===== config.mk =====
export PLATFORM = sky130hd
export DESIGN_NAME = text_pretokenizer_splitter
export DESIGN_NICKNAME = d
export VERILOG_FILES = /design/src/tps_pkg.sv /design/src/text_pretokenizer_splitter.sv /design/src/tps_front.sv /design/src/tps_queue.sv /design/src/tps_back.sv
export SDC_FILE = /design/constraint.sdc
export NUM_CORES = 1
export LEC_CHECK = 0
export BUFFER_PORTS_ARGS = -buffer_cell sky130_fd_sc_hd__buf_2
export CAP_MARGIN = 30
export CELL_PAD_IN_SITES_DETAIL_PLACEMENT = 1
export CELL_PAD_IN_SITES_GLOBAL_PLACEMENT = 1
export CORE_MARGIN = 2
export CORE_UTILIZATION = 45
export DETAILED_ROUTE_END_ITERATION = 10
export GPL_TIMING_DRIVEN = 0
export PLACE_DENSITY_LB_ADDON = 0.1
export SLEW_MARGIN = 20
export SYNTH_ARGS = -nofsm -noshare
export SYNTH_HDL_FRONTEND = slang
export SYNTH_HIERARCHICAL = 1
export SYNTH_SLANG_ARGS = --single-unit

===== constraint.sdc =====
create_clock -name clk_i -period 11.84 [get_ports clk_i]
set_input_delay 0.592 -clock clk_i [delete_from_list [all_inputs] [get_ports clk_i]]
set_output_delay 0.592 -clock clk_i [all_outputs]
set_load 0.01 [all_outputs]

===== src/tps_pkg.sv =====
package tps_pkg;

  localparam int unsigned MaxRes            = 4;
  localparam int unsigned CntW              = $clog2(MaxRes + 1);
  localparam int unsigned QueueDepthDefault = 2;

  localparam logic [7:0] ChApos  = 8'h27;
  localparam logic [7:0] ChSpace = 8'h20;
  localparam logic [7:0] ChTab   = 8'h09;
  localparam logic [7:0] ChLf    = 8'h0A;
  localparam logic [7:0] ChVt    = 8'h0B;
  localparam logic [7:0] ChFf    = 8'h0C;
  localparam logic [7:0] ChCr    = 8'h0D;
  localparam logic [7:0] ChS     = 8'h73;
  localparam logic [7:0] ChT     = 8'h74;
  localparam logic [7:0] ChM     = 8'h6D;
  localparam logic [7:0] ChD     = 8'h64;
  localparam logic [7:0] ChR     = 8'h72;
  localparam logic [7:0] ChE     = 8'h65;
  localparam logic [7:0] ChV     = 8'h76;
  localparam logic [7:0] ChL     = 8'h6C;
  localparam logic [7:0] Ch0     = 8'h30;
  localparam logic [7:0] Ch9     = 8'h39;
  localparam logic [7:0] ChLowA  = 8'h61;
  localparam logic [7:0] ChLowZ  = 8'h7A;
  localparam logic [7:0] ChUpA   = 8'h41;
  localparam logic [7:0] ChUpZ   = 8'h5A;

  typedef enum logic [1:0] {
    CLS_NONE,
    CLS_LETTER,
    CLS_DIGIT,
    CLS_OTHER
  } cls_e;

  typedef struct packed {
    logic [7:0] ch;
    logic       chunk_end;
    logic       text_end;
  } res_t;

  typedef struct packed {
    logic [CntW-1:0]         cnt;
    res_t [MaxRes-1:0]       res;
  } bundle_t;

endpackage


===== src/text_pretokenizer_splitter.sv =====
// Results of an accepted transaction pass the queue, the bundle register and the output register before the ports.
// Throughput: one input byte per cycle while the result side keeps up; each byte
// yields 0 to 4 results and the output stage drains one result per cycle, so the
// sustained input rate is set by the result count per byte.
// Reset: asynchronous, active low; clears the splitter state, empties the queue and clears the output stage.
module text_pretokenizer_splitter import tps_pkg::*; #(
  parameter int unsigned QueueDepth = QueueDepthDefault
) (
  input  logic       clk_i,
  input  logic       rst_ni,
  input  logic       push,
  output logic       full,
  input  logic [7:0] in_char_i,
  input  logic       last_of_text_i,
  output logic       empty,
  input  logic       pop,
  output logic [7:0] out_char_o,
  output logic       chunk_end_o,
  output logic       text_end_o
);

  logic    accept;
  bundle_t front_bundle, q_data;
  logic    q_full, q_valid, q_pop;

  assign full   = q_full;
  assign accept = push && !q_full;

  tps_front u_front (
    .clk_i,
    .rst_ni,
    .accept_i       (accept),
    .in_char_i,
    .last_of_text_i,
    .bundle_o       (front_bundle)
  );

  tps_queue #(
    .Depth(QueueDepth)
  ) u_queue (
    .clk_i,
    .rst_ni,
    .wr_en_i    (accept && (front_bundle.cnt != '0)),
    .wr_data_i  (front_bundle),
    .full_o     (q_full),
    .rd_en_i    (q_pop),
    .rd_valid_o (q_valid),
    .rd_data_o  (q_data)
  );

  tps_back u_back (
    .clk_i,
    .rst_ni,
    .q_valid_i  (q_valid),
    .q_data_i   (q_data),
    .q_pop_o    (q_pop),
    .empty,
    .pop,
    .out_char_o,
    .chunk_end_o,
    .text_end_o
  );

endmodule


===== src/tps_front.sv =====
module tps_front import tps_pkg::*; (
  input  logic       clk_i,
  input  logic       rst_ni,
  input  logic       accept_i,
  input  logic [7:0] in_char_i,
  input  logic       last_of_text_i,
  output bundle_t    bundle_o
);

  typedef struct packed {
    logic [7:0] h0;
    logic [7:0] h1;
    logic [1:0] hc;
    cls_e       rc;
    logic [1:0] sr;
    logic       pd;
    bundle_t    b;
  } ctx_t;

  logic [7:0] h0_q, h0_d, h1_q, h1_d;
  logic [1:0] hc_q, hc_d, sr_q, sr_d;
  cls_e       rc_q, rc_d;
  logic       pd_q, pd_d;

  function automatic logic is_ws(logic [7:0] c);
    return c == ChSpace || c == ChLf || c == ChTab || c == ChCr || c == ChFf || c == ChVt;
  endfunction

  function automatic cls_e class_of(logic [7:0] c);
    if ((c >= ChLowA && c <= ChLowZ) || (c >= ChUpA && c <= ChUpZ)) return CLS_LETTER;
    if (c >= Ch0 && c <= Ch9) return CLS_DIGIT;
    return CLS_OTHER;
  endfunction

  function automatic ctx_t emit(ctx_t x, logic [7:0] ch, logic e);
    if (x.b.cnt < CntW'(MaxRes)) begin
      x.b.res[x.b.cnt[$clog2(MaxRes)-1:0]].ch        = ch;
      x.b.res[x.b.cnt[$clog2(MaxRes)-1:0]].chunk_end = e;
      x.b.res[x.b.cnt[$clog2(MaxRes)-1:0]].text_end  = 1'b0;
      x.b.cnt = x.b.cnt + CntW'(1);
    end
    return x;
  endfunction

  function automatic ctx_t start_space(ctx_t x, logic [7:0] c);
    x.h0 = c;
    x.hc = 2'd1;
    x.sr = 2'd1;
    x.rc = CLS_NONE;
    return x;
  endfunction

  function automatic ctx_t start_chunk(ctx_t x, logic [7:0] c);
    x.sr = 2'd0;
    x.h0 = c;
    x.hc = 2'd1;
    if (c == ChApos) begin
      x.rc = CLS_NONE;
    end else begin
      if (x.pd) x = emit(x, ChSpace, 1'b0);
      x.pd = 1'b0;
      x.rc = class_of(c);
    end
    return x;
  endfunction

  function automatic ctx_t word_byte(ctx_t x, logic [7:0] c);
    if (is_ws(c)) begin
      x = emit(x, x.h0, 1'b1);
      x = start_space(x, c);
    end else if (class_of(c) == x.rc) begin
      x = emit(x, x.h0, 1'b0);
      x.h0 = c;
    end else begin
      x = emit(x, x.h0, 1'b1);
      x = start_chunk(x, c);
    end
    return x;
  endfunction

  function automatic ctx_t apos_fallback(ctx_t x);
    if (x.pd) x = emit(x, ChSpace, 1'b0);
    x.pd = 1'b0;
    x.rc = CLS_OTHER;
    x.sr = 2'd0;
    x.h0 = ChApos;
    x.hc = 2'd1;
    return x;
  endfunction

  function automatic ctx_t feed(ctx_t x, logic [7:0] c);
    logic [7:0] second;
    second = x.h1;
    if (x.rc != CLS_NONE) begin
      x = word_byte(x, c);
    end else if (x.sr != 2'd0) begin
      if (is_ws(c)) begin
        x = emit(x, x.h0, 1'b0);
        x.h0 = c;
        x.sr = 2'd2;
      end else begin
        if (x.sr >= 2'd2) begin
          x = emit(x, x.h0, 1'b1);
          x.pd = 1'b0;
        end else begin
          x.pd = 1'b1;
        end
        x = start_chunk(x, c);
      end
    end else if (x.hc == 2'd0) begin
      if (is_ws(c)) x = start_space(x, c);
      else x = start_chunk(x, c);
    end else if (x.hc == 2'd1) begin
      if (c == ChS || c == ChT || c == ChM || c == ChD) begin
        x = emit(x, ChApos, 1'b0);
        x = emit(x, c, 1'b1);
        x.pd = 1'b0;
        x.hc = 2'd0;
      end else if (c == ChR || c == ChV || c == ChL) begin
        x.h1 = c;
        x.hc = 2'd2;
      end else begin
        x = apos_fallback(x);
        x = word_byte(x, c);
      end
    end else begin
      x.h1 = 8'd0;
      if ((second == ChR && c == ChE) || (second == ChV && c == ChE) ||
          (second == ChL && c == ChL)) begin
        x = emit(x, ChApos, 1'b0);
        x = emit(x, second, 1'b0);
        x = emit(x, c, 1'b1);
        x.pd = 1'b0;
        x.hc = 2'd0;
      end else begin
        x = apos_fallback(x);
        x = word_byte(x, second);
        x = word_byte(x, c);
      end
    end
    return x;
  endfunction

  function automatic ctx_t flush(ctx_t x);
    logic [7:0] second;
    second = x.h1;
    if (x.rc != CLS_NONE || x.sr != 2'd0) begin
      x = emit(x, x.h0, 1'b1);
    end else if (x.hc == 2'd1) begin
      x = apos_fallback(x);
      x = emit(x, ChApos, 1'b1);
    end else if (x.hc >= 2'd2) begin
      x = apos_fallback(x);
      x = emit(x, ChApos, 1'b1);
      x = emit(x, second, 1'b1);
    end
    return x;
  endfunction

  always_comb begin
    ctx_t x;
    x    = '0;
    x.h0 = h0_q;
    x.h1 = h1_q;
    x.hc = hc_q;
    x.rc = rc_q;
    x.sr = sr_q;
    x.pd = pd_q;
    x    = feed(x, in_char_i);
    if (last_of_text_i) begin
      x    = flush(x);
      x.h0 = 8'd0;
      x.h1 = 8'd0;
      x.hc = 2'd0;
      x.rc = CLS_NONE;
      x.sr = 2'd0;
      x.pd = 1'b0;
      if (x.b.cnt != '0) begin
        x.b.res[$clog2(MaxRes)'(x.b.cnt - CntW'(1))].text_end = 1'b1;
      end
    end
    h0_d     = x.h0;
    h1_d     = x.h1;
    hc_d     = x.hc;
    rc_d     = x.rc;
    sr_d     = x.sr;
    pd_d     = x.pd;
    bundle_o = x.b;
  end

  always_ff @(posedge clk_i or negedge rst_ni) begin
    if (!rst_ni) begin
      hc_q <= 2'd0;
      rc_q <= CLS_NONE;
      sr_q <= 2'd0;
      pd_q <= 1'b0;
    end else if (accept_i) begin
      hc_q <= hc_d;
      rc_q <= rc_d;
      sr_q <= sr_d;
      pd_q <= pd_d;
    end
  end

  always_ff @(posedge clk_i) begin
    if (accept_i) begin
      h0_q <= h0_d;
      h1_q <= h1_d;
    end
  end

endmodule


===== src/tps_queue.sv =====
module tps_queue import tps_pkg::*; #(
  parameter int unsigned Depth = QueueDepthDefault
) (
  input  logic    clk_i,
  input  logic    rst_ni,
  input  logic    wr_en_i,
  input  bundle_t wr_data_i,
  output logic    full_o,
  input  logic    rd_en_i,
  output logic    rd_valid_o,
  output bundle_t rd_data_o
);

  localparam int unsigned PtrW = $clog2(Depth);
  localparam int unsigned CntQW = $clog2(Depth + 1);

  bundle_t mem_q [Depth];
  logic [PtrW-1:0]  wr_ptr_q, wr_ptr_d, rd_ptr_q, rd_ptr_d;
  logic [CntQW-1:0] cnt_q, cnt_d;
  logic             do_wr, do_rd;

  assign full_o     = cnt_q == CntQW'(Depth);
  assign rd_valid_o = cnt_q != '0;
  assign rd_data_o  = mem_q[rd_ptr_q];
  assign do_wr      = wr_en_i && !full_o;
  assign do_rd      = rd_en_i && rd_valid_o;

  always_comb begin
    wr_ptr_d = wr_ptr_q;
    rd_ptr_d = rd_ptr_q;
    cnt_d    = cnt_q;
    if (do_wr) begin
      wr_ptr_d = (wr_ptr_q == PtrW'(Depth - 1)) ? '0 : wr_ptr_q + PtrW'(1);
    end
    if (do_rd) begin
      rd_ptr_d = (rd_ptr_q == PtrW'(Depth - 1)) ? '0 : rd_ptr_q + PtrW'(1);
    end
    if (do_wr && !do_rd) cnt_d = cnt_q + CntQW'(1);
    else if (!do_wr && do_rd) cnt_d = cnt_q - CntQW'(1);
  end

  always_ff @(posedge clk_i or negedge rst_ni) begin
    if (!rst_ni) begin
      wr_ptr_q <= '0;
      rd_ptr_q <= '0;
      cnt_q    <= '0;
    end else begin
      wr_ptr_q <= wr_ptr_d;
      rd_ptr_q <= rd_ptr_d;
      cnt_q    <= cnt_d;
    end
  end

  always_ff @(posedge clk_i) begin
    if (do_wr) begin
      mem_q[wr_ptr_q] <= wr_data_i;
    end
  end

endmodule


===== src/tps_back.sv =====
module tps_back import tps_pkg::*; (
  input  logic       clk_i,
  input  logic       rst_ni,
  input  logic       q_valid_i,
  input  bundle_t    q_data_i,
  output logic       q_pop_o,
  output logic       empty,
  input  logic       pop,
  output logic [7:0] out_char_o,
  output logic       chunk_end_o,
  output logic       text_end_o
);

  localparam int unsigned IdxW = $clog2(MaxRes);

  bundle_t         cur_q, cur_d;
  logic [IdxW-1:0] idx_q, idx_d;
  logic            cvld_q, cvld_d;
  res_t            out_q, out_d;
  logic            ovld_q, ovld_d;
  logic            out_ready, take, last_slot, cur_free;

  assign out_ready = !ovld_q || pop;
  assign take      = cvld_q && out_ready;
  assign last_slot = CntW'(idx_q) == cur_q.cnt - CntW'(1);
  assign cur_free  = !cvld_q || (take && last_slot);
  assign q_pop_o   = q_valid_i && cur_free;

  always_comb begin
    cur_d  = cur_q;
    idx_d  = idx_q;
    cvld_d = cvld_q;
    if (q_pop_o) begin
      cur_d  = q_data_i;
      idx_d  = '0;
      cvld_d = 1'b1;
    end else if (take && last_slot) begin
      cvld_d = 1'b0;
    end else if (take) begin
      idx_d = idx_q + IdxW'(1);
    end
  end

  always_comb begin
    out_d  = out_q;
    ovld_d = ovld_q;
    if (out_ready) begin
      out_d  = cur_q.res[idx_q];
      ovld_d = cvld_q;
    end
  end

  always_ff @(posedge clk_i or negedge rst_ni) begin
    if (!rst_ni) begin
      cvld_q <= 1'b0;
      ovld_q <= 1'b0;
      idx_q  <= '0;
    end else begin
      cvld_q <= cvld_d;
      ovld_q <= ovld_d;
      idx_q  <= idx_d;
    end
  end

  always_ff @(posedge clk_i) begin
    cur_q <= cur_d;
    out_q <= out_d;
  end

  assign empty       = !ovld_q;
  assign out_char_o  = out_q.ch;
  assign chunk_end_o = out_q.chunk_end;
  assign text_end_o  = out_q.text_end;

endmodule


Word-level counts from Yosys, hierarchy flattened. Memories as Yosys holds them, arrays and structs flattened. A register that Yosys moved wholly into a read port is not among the register bits. Cells that the tools add are included. Widths: inputs -> output; s select.

Register bits after elaboration: 41. Bits in writable memories: 86. Output and inout port bits: 12. Logic and storage cells: 641. Memories: 1.

Memories: u_queue.mem_q (depth 2, width 43, rd ports 1, clocked after Yosys merged registers in 1, write ports 1, line tps_queue.sv:17) `bundle_t mem_q [Depth];`.

Add/subtract/negate cells: 20. Magnitude comparators: 56. Eq/ne operators: 34. Multiplexer cells: 444. Reductions and logical operators: 71.

Operators with widths (number): $mux 43 (51); $bwmux 40 (49); $demux 10 s2 (40); $mux 66 (11); $mux 58 (11); $mux 50 (6); $mux 48 (6); $mux 10 (28); $mux 44 (6); $mux 1 (149); $mux 2 (69); $eq 8x7->1 const B (11); $mux 41 (2); $eq 8x4->1 const B (10); $lt 2x3->1 const B (15); $mux 40 (1); $add 3x1->3 const B (13); $lt 3x3->1 const B (13); $mux 3 (13); $eq 8x6->1 const B (4); $ge 8x7->1 const B (4); $le 8x7->1 const B (4); $logic_and 1x1->1 (32); $ge 2x1->1 const B (14); other kinds (20) (63).

Longest topological paths before layout.
Depth in word-level cells: 138. Depth in mapped cells: 30. Gate-level depth less buffers: 27.

Modules after synthesis. The synthesis kept the hierarchy.

Modules (own cells, without submodules): tps_front (times used 1, cells an instance 579, area an instance 4189.0 um2); tps_queue (times used 1, cells an instance 153, area an instance 3504.6 um2); tps_back (times used 1, cells an instance 97, area an instance 2130.8 um2); text_pretokenizer_splitter (times used 1, cells an instance 2, area an instance 22.5 um2).

Worst setup path before layout. OpenSTA, ideal clock, no wires.

Path type: input-to-reg. Start: in in_char_i[2]. End: mem u_queue/mem_q[0][0] (netlist name), enable pin. Setup time: 443 ps. Arrival: 6387 ps. Data required time: 11397 ps. Slack: 5010 ps. Cell stages on the path: 26. Cell sequence: buf_4 o21ba_2 o211a_1 nor2_1 a31oi_1 o32a_1 o21ai_0 nand2_1 inv_1 ha_1 buf_1 inv_1 a211oi_1 buf_4 nor2_1 a21o_1 ha_1 or2_2 a211oi_1 a21oi_1 o22ai_1 a21oi_2 mux2_2 o31a_1 nand2_1 nor2_1.

RTL lines: from (decl) (line text_pretokenizer_splitter.sv:13) `input logic [7:0] in_char_i,`; to (decl) (line tps_queue.sv:17).

==> metrics.log <==
INFO  metric outcome = complete, no violations
INFO  metric r2r_slack = 4.94 ns
INFO  metric synthArstFlopShare = 0.0882
INFO  metric critical_path.max_fanout = 10
INFO  metric synth-edff-count = 155
INFO  metric final_net_count = 903
INFO  metric synthesis.nets = 858
INFO  metric insertion_delay = 0.44 ns
INFO  metric final.setup_skew = 0.0192 ns
INFO  metric timing.critical_path.from_type = flop
INFO  metric detailedPlacementHpwl = 23800 um
INFO  metric port_buffers = 22
INFO  metric ys.warnings.count = 6
INFO  metric path_clk_slew = 0.08 ns
INFO  metric floorplan.initialDensity = 0.455
INFO  metric antenna_left = 0
INFO  metric fp-row-count = 54
INFO  metric timing.final.crit_share = 0.583
INFO  metric numClockSinks = 170
INFO  metric tns = 0 ns
INFO  metric cts-htree-levels = 4
INFO  metric drt_iter0_drc = 323
INFO  metric clock-root-buffer = clkbuf_16
INFO  metric die_x = 152 um
INFO  metric syn-instance-count = 831
INFO  metric initial_antenna_violation_count = 0
INFO  metric maxSlewViolCount = 0
INFO  metric slew_headroom = 0.318
INFO  metric postCtsSetupRepairBufs = 0
INFO  metric timing_worst_slew_pin_value = 1.01 ns
INFO  metric floorplan.die_area = 0.0231 mm^2
INFO  metric maxCapViolations = 0
INFO  metric power_per_cell_area = 300 mW/mm^2
INFO  metric path_buf_inv = 6
INFO  metric grt_setup_unrepaired = no
INFO  metric ir_drop = 0.103 mV
INFO  metric syn_to_final_growth = 11.6%
INFO  metric gr-usage-all-layers = 0.273
INFO  metric n_antenna_cell = 0
INFO  metric detailedRoute.firstPassIterationCount = 4
INFO  metric core_region_area = 0.0216 mm^2
INFO  metric synth_sequential_area_ratio = 0.511
INFO  metric tritoncts.num_buffers = 17
INFO  metric timing.setup.critical_path_class = reg2reg
INFO  metric synth_flop_cell = edfxtp_1
INFO  metric final_cell_area = 0.0110 mm^2
INFO  metric io_pins = 25
INFO  metric worst_r2r_endpoint = u_queue/cnt_q[1]
INFO  metric layout-drive-gt1-share = 0.211
INFO  metric grt_start_max_net_pins = 32
INFO  metric fp.dieH = 152 um
INFO  metric cts_tree = yes
INFO  metric hold_removal_path_class = in2async
INFO  metric fmaxAchievable = 0.145 GHz
INFO  metric postRouteWirelength = 31300 um
INFO  metric arrival = 7.26 ns
INFO  metric synth.top_cells.by_area = edfxtp_1 47%, mux2_4 5.9%, dfrtp_1 3.8%, nand2_1 2.3%, nor2_1 2.3%
INFO  metric post-synth-top-area-cell = edfxtp_1
INFO  metric worstRegToRegCells = 30
INFO  metric power.leakage = 4.04 nW
INFO  metric detail_route.vias_per_cell = 6.19
INFO  metric clockBufferDepth = 2
INFO  metric detailroute.via_count = 7232
INFO  metric synth.ff_latch_count = 170
INFO  metric cp_data_required_time = 12.20 ns
INFO  metric placed_cell_area = 0.0104 mm^2
INFO  metric postSynthAreaPerCell = 11.8 um^2
INFO  metric setup-violations-final = 0
INFO  metric path_delay_family = compound AO/OA/AOI/OAI gates
INFO  metric syn_area = 0.00985 mm^2
INFO  metric final_period_minus_worst_setup_slack = 6.90 ns
INFO  metric final_hold_vio_count = 0
INFO  metric worst_setup_path_end_kind = flop
INFO  metric cp_slowest_cell = a211oi_1
INFO  metric grt-ovfl-total = 0
INFO  metric post_cts_resized = 0
INFO  metric drc = 0
INFO  metric vias_in_the_first_global_route = 7751
INFO  metric synthDominantCellAreaShare = 0.473
INFO  metric place_congestion = 0.976
INFO  metric grt_pass1_wl = 47600 um
INFO  metric total_of_hold_buffers_inserted_after_clock_tree_synthesis = 0
INFO  metric avgRoutedWirePerCell = 26.7 um
INFO  metric critPathMaxStageDelay = 0.44 ns
INFO  metric synth.lib_cells_used.distinct = 101
INFO  metric r2r-start = u_front/h1_q[7]
-- cell usage in the layout, fill, tap and decap left out, types with 5 or more instances in the layout --
master and n:
nor3_1 18, nand2b_1 10, nand2_1 61, a221oi_1 6
ha_1 14, buf_2 39, clkbuf_1 21, nand3_1 24
and2_1 12, buf_12 6, inv_1 27, mux2_2 9
a22oi_1 6, inv_8 5, o22ai_1 20, nand3b_1 5
a22o_1 6, a211oi_1 10, nor3b_1 6, o21a_1 6
o211a_1 6, xnor2_1 7, and3_1 9, edfxtp_1 155
mux4_2 6, o2bb2ai_1 10, a21o_1 9, buf_6 5
nor2_1 60, dfrtp_1 15, a31oi_1 9, buf_4 6
clkbuf_16 17, o21ai_0 37, a21oi_1 40, o211ai_1 5
mux2_4 39, nor2b_1 12
-- metal layers --
metal	wire length, um	vias to the layer above	part of all wire	GRT usage
met5	0	-	0	0
met2	16300	196	0.52	0.488
li1	-	3289	-	-
met1	12800	3678	0.41	0.330
met4	1090	0	0.035	0.115
met3	1110	69	0.035	0.0402
-- how the worst max path moves through the flow --
stage | start | to | slack [ns] | depth (start not counted)
detailed placement | in_char_i[4] | u_queue/cnt_q[1] | 4.61 | 31
floorplan | in_char_i[2] | u_queue/mem_q[0][0] | 5.01 | 26
global route | u_front/h1_q[7] | u_queue/cnt_q[1] | 4.46 | 30
CTS | u_front/h1_q[7] | u_queue/cnt_q[1] | 4.96 | 30
finish | u_front/h1_q[7] | u_queue/cnt_q[1] | 4.94 | 30
global placement | in_char_i[4] | u_queue/mem_q[0][3] | 2.72 | 27
-- cell usage after synthesis (all sizes together), types with 19 or more instances --
library cell	n
a21oi	44
inv	27
nand3	24
nand2	63
mux2	48
buf	32
clkbuf	22
o21ai	41
nor3	19
nor2	63
o22ai	21
edfxtp	155
-- registers in the layout (all words and copies together) (netlist names) --
name and flops:
u_queue/mem_q 86, u_back/cur_q 43, u_back/out_char_o 8, u_front/h0_q 8, u_front/h1_q 8, u_back/idx_q 2, u_front/hc_q 2, u_front/rc_q 2
u_front/sr_q 2, u_queue/cnt_q 2, u_back/chunk_end_o 1, u_back/cvld_q 1, u_back/ovld_q 1, u_back/text_end_o 1, u_front/pd_q 1, u_queue/rd_ptr_q 1
u_queue/wr_ptr_q 1
-- worst reg2reg max path, delay by kind of cell, from the launching register on --
| kind | cells | cell delay, ns |
|---|---|---|
| xor+xnor | 2 | 0.32 |
| fa+ha+maj | 3 | 0.65 |
| simple gates | 8 | 1.69 |
| buf+inv | 6 | 1.35 |
| flops | 1 | 0.36 |
| mux | 1 | 0.32 |
| compound gates | 10 | 2.17 |
-- kinds of logic (layout without fill, tap and decap cells) --
family          Yosys count  after routing  share of synthesized area
compound gates          228            228                      0.170
xor+xnor                 13             13                     0.0131
fa+ha+maj                14             14                     0.0178
buf+inv                  81            139                     0.0457
flops                   170            170                      0.511
mux                      62             62                     0.0982
simple gates            263            263                      0.145
-- metrics by stage --
step | setup WS [ns] | total power [mW] | utilization | hold slack [ns] | instances
after CTS | 4.96 | 3.30 | 0.508 | 0.0639 | 1169
final | 4.94 | 3.29 | 0.508 | 0.0602 | 1169
after global routing | 4.46 | 3.48 | 0.508 | 0.0777 | 1169
after detailed placement | 4.61 | 2.72 | 0.481 | 0.516 | 1137
after global placement | 2.72 | 2.63 | 0.477 | 0.472 | 1133
after floorplan | 5.01 | 2.19 | - | 0.296 | 831
-- power by group --
group | internal (mW) | switching [mW] | total [mW]
logic | 0.639 | 1.05 | 1.69
clock network | 0.302 | 0.259 | 0.562
registers | 0.969 | 0.0704 | 1.04
-- layout make-up --
type / count / area, um^2
buffer: 54 / 349
sequential: 170 / 5030
clock inverter: 15 / 175
multi-input combinational: 580 / 4380
tap: 280 / 350
clock buffer: 17 / 425
inverter: 27 / 101
fill: 2324 / 10600
timing repair buffer: 26 / 183
(Power assumes the default switching activity.)
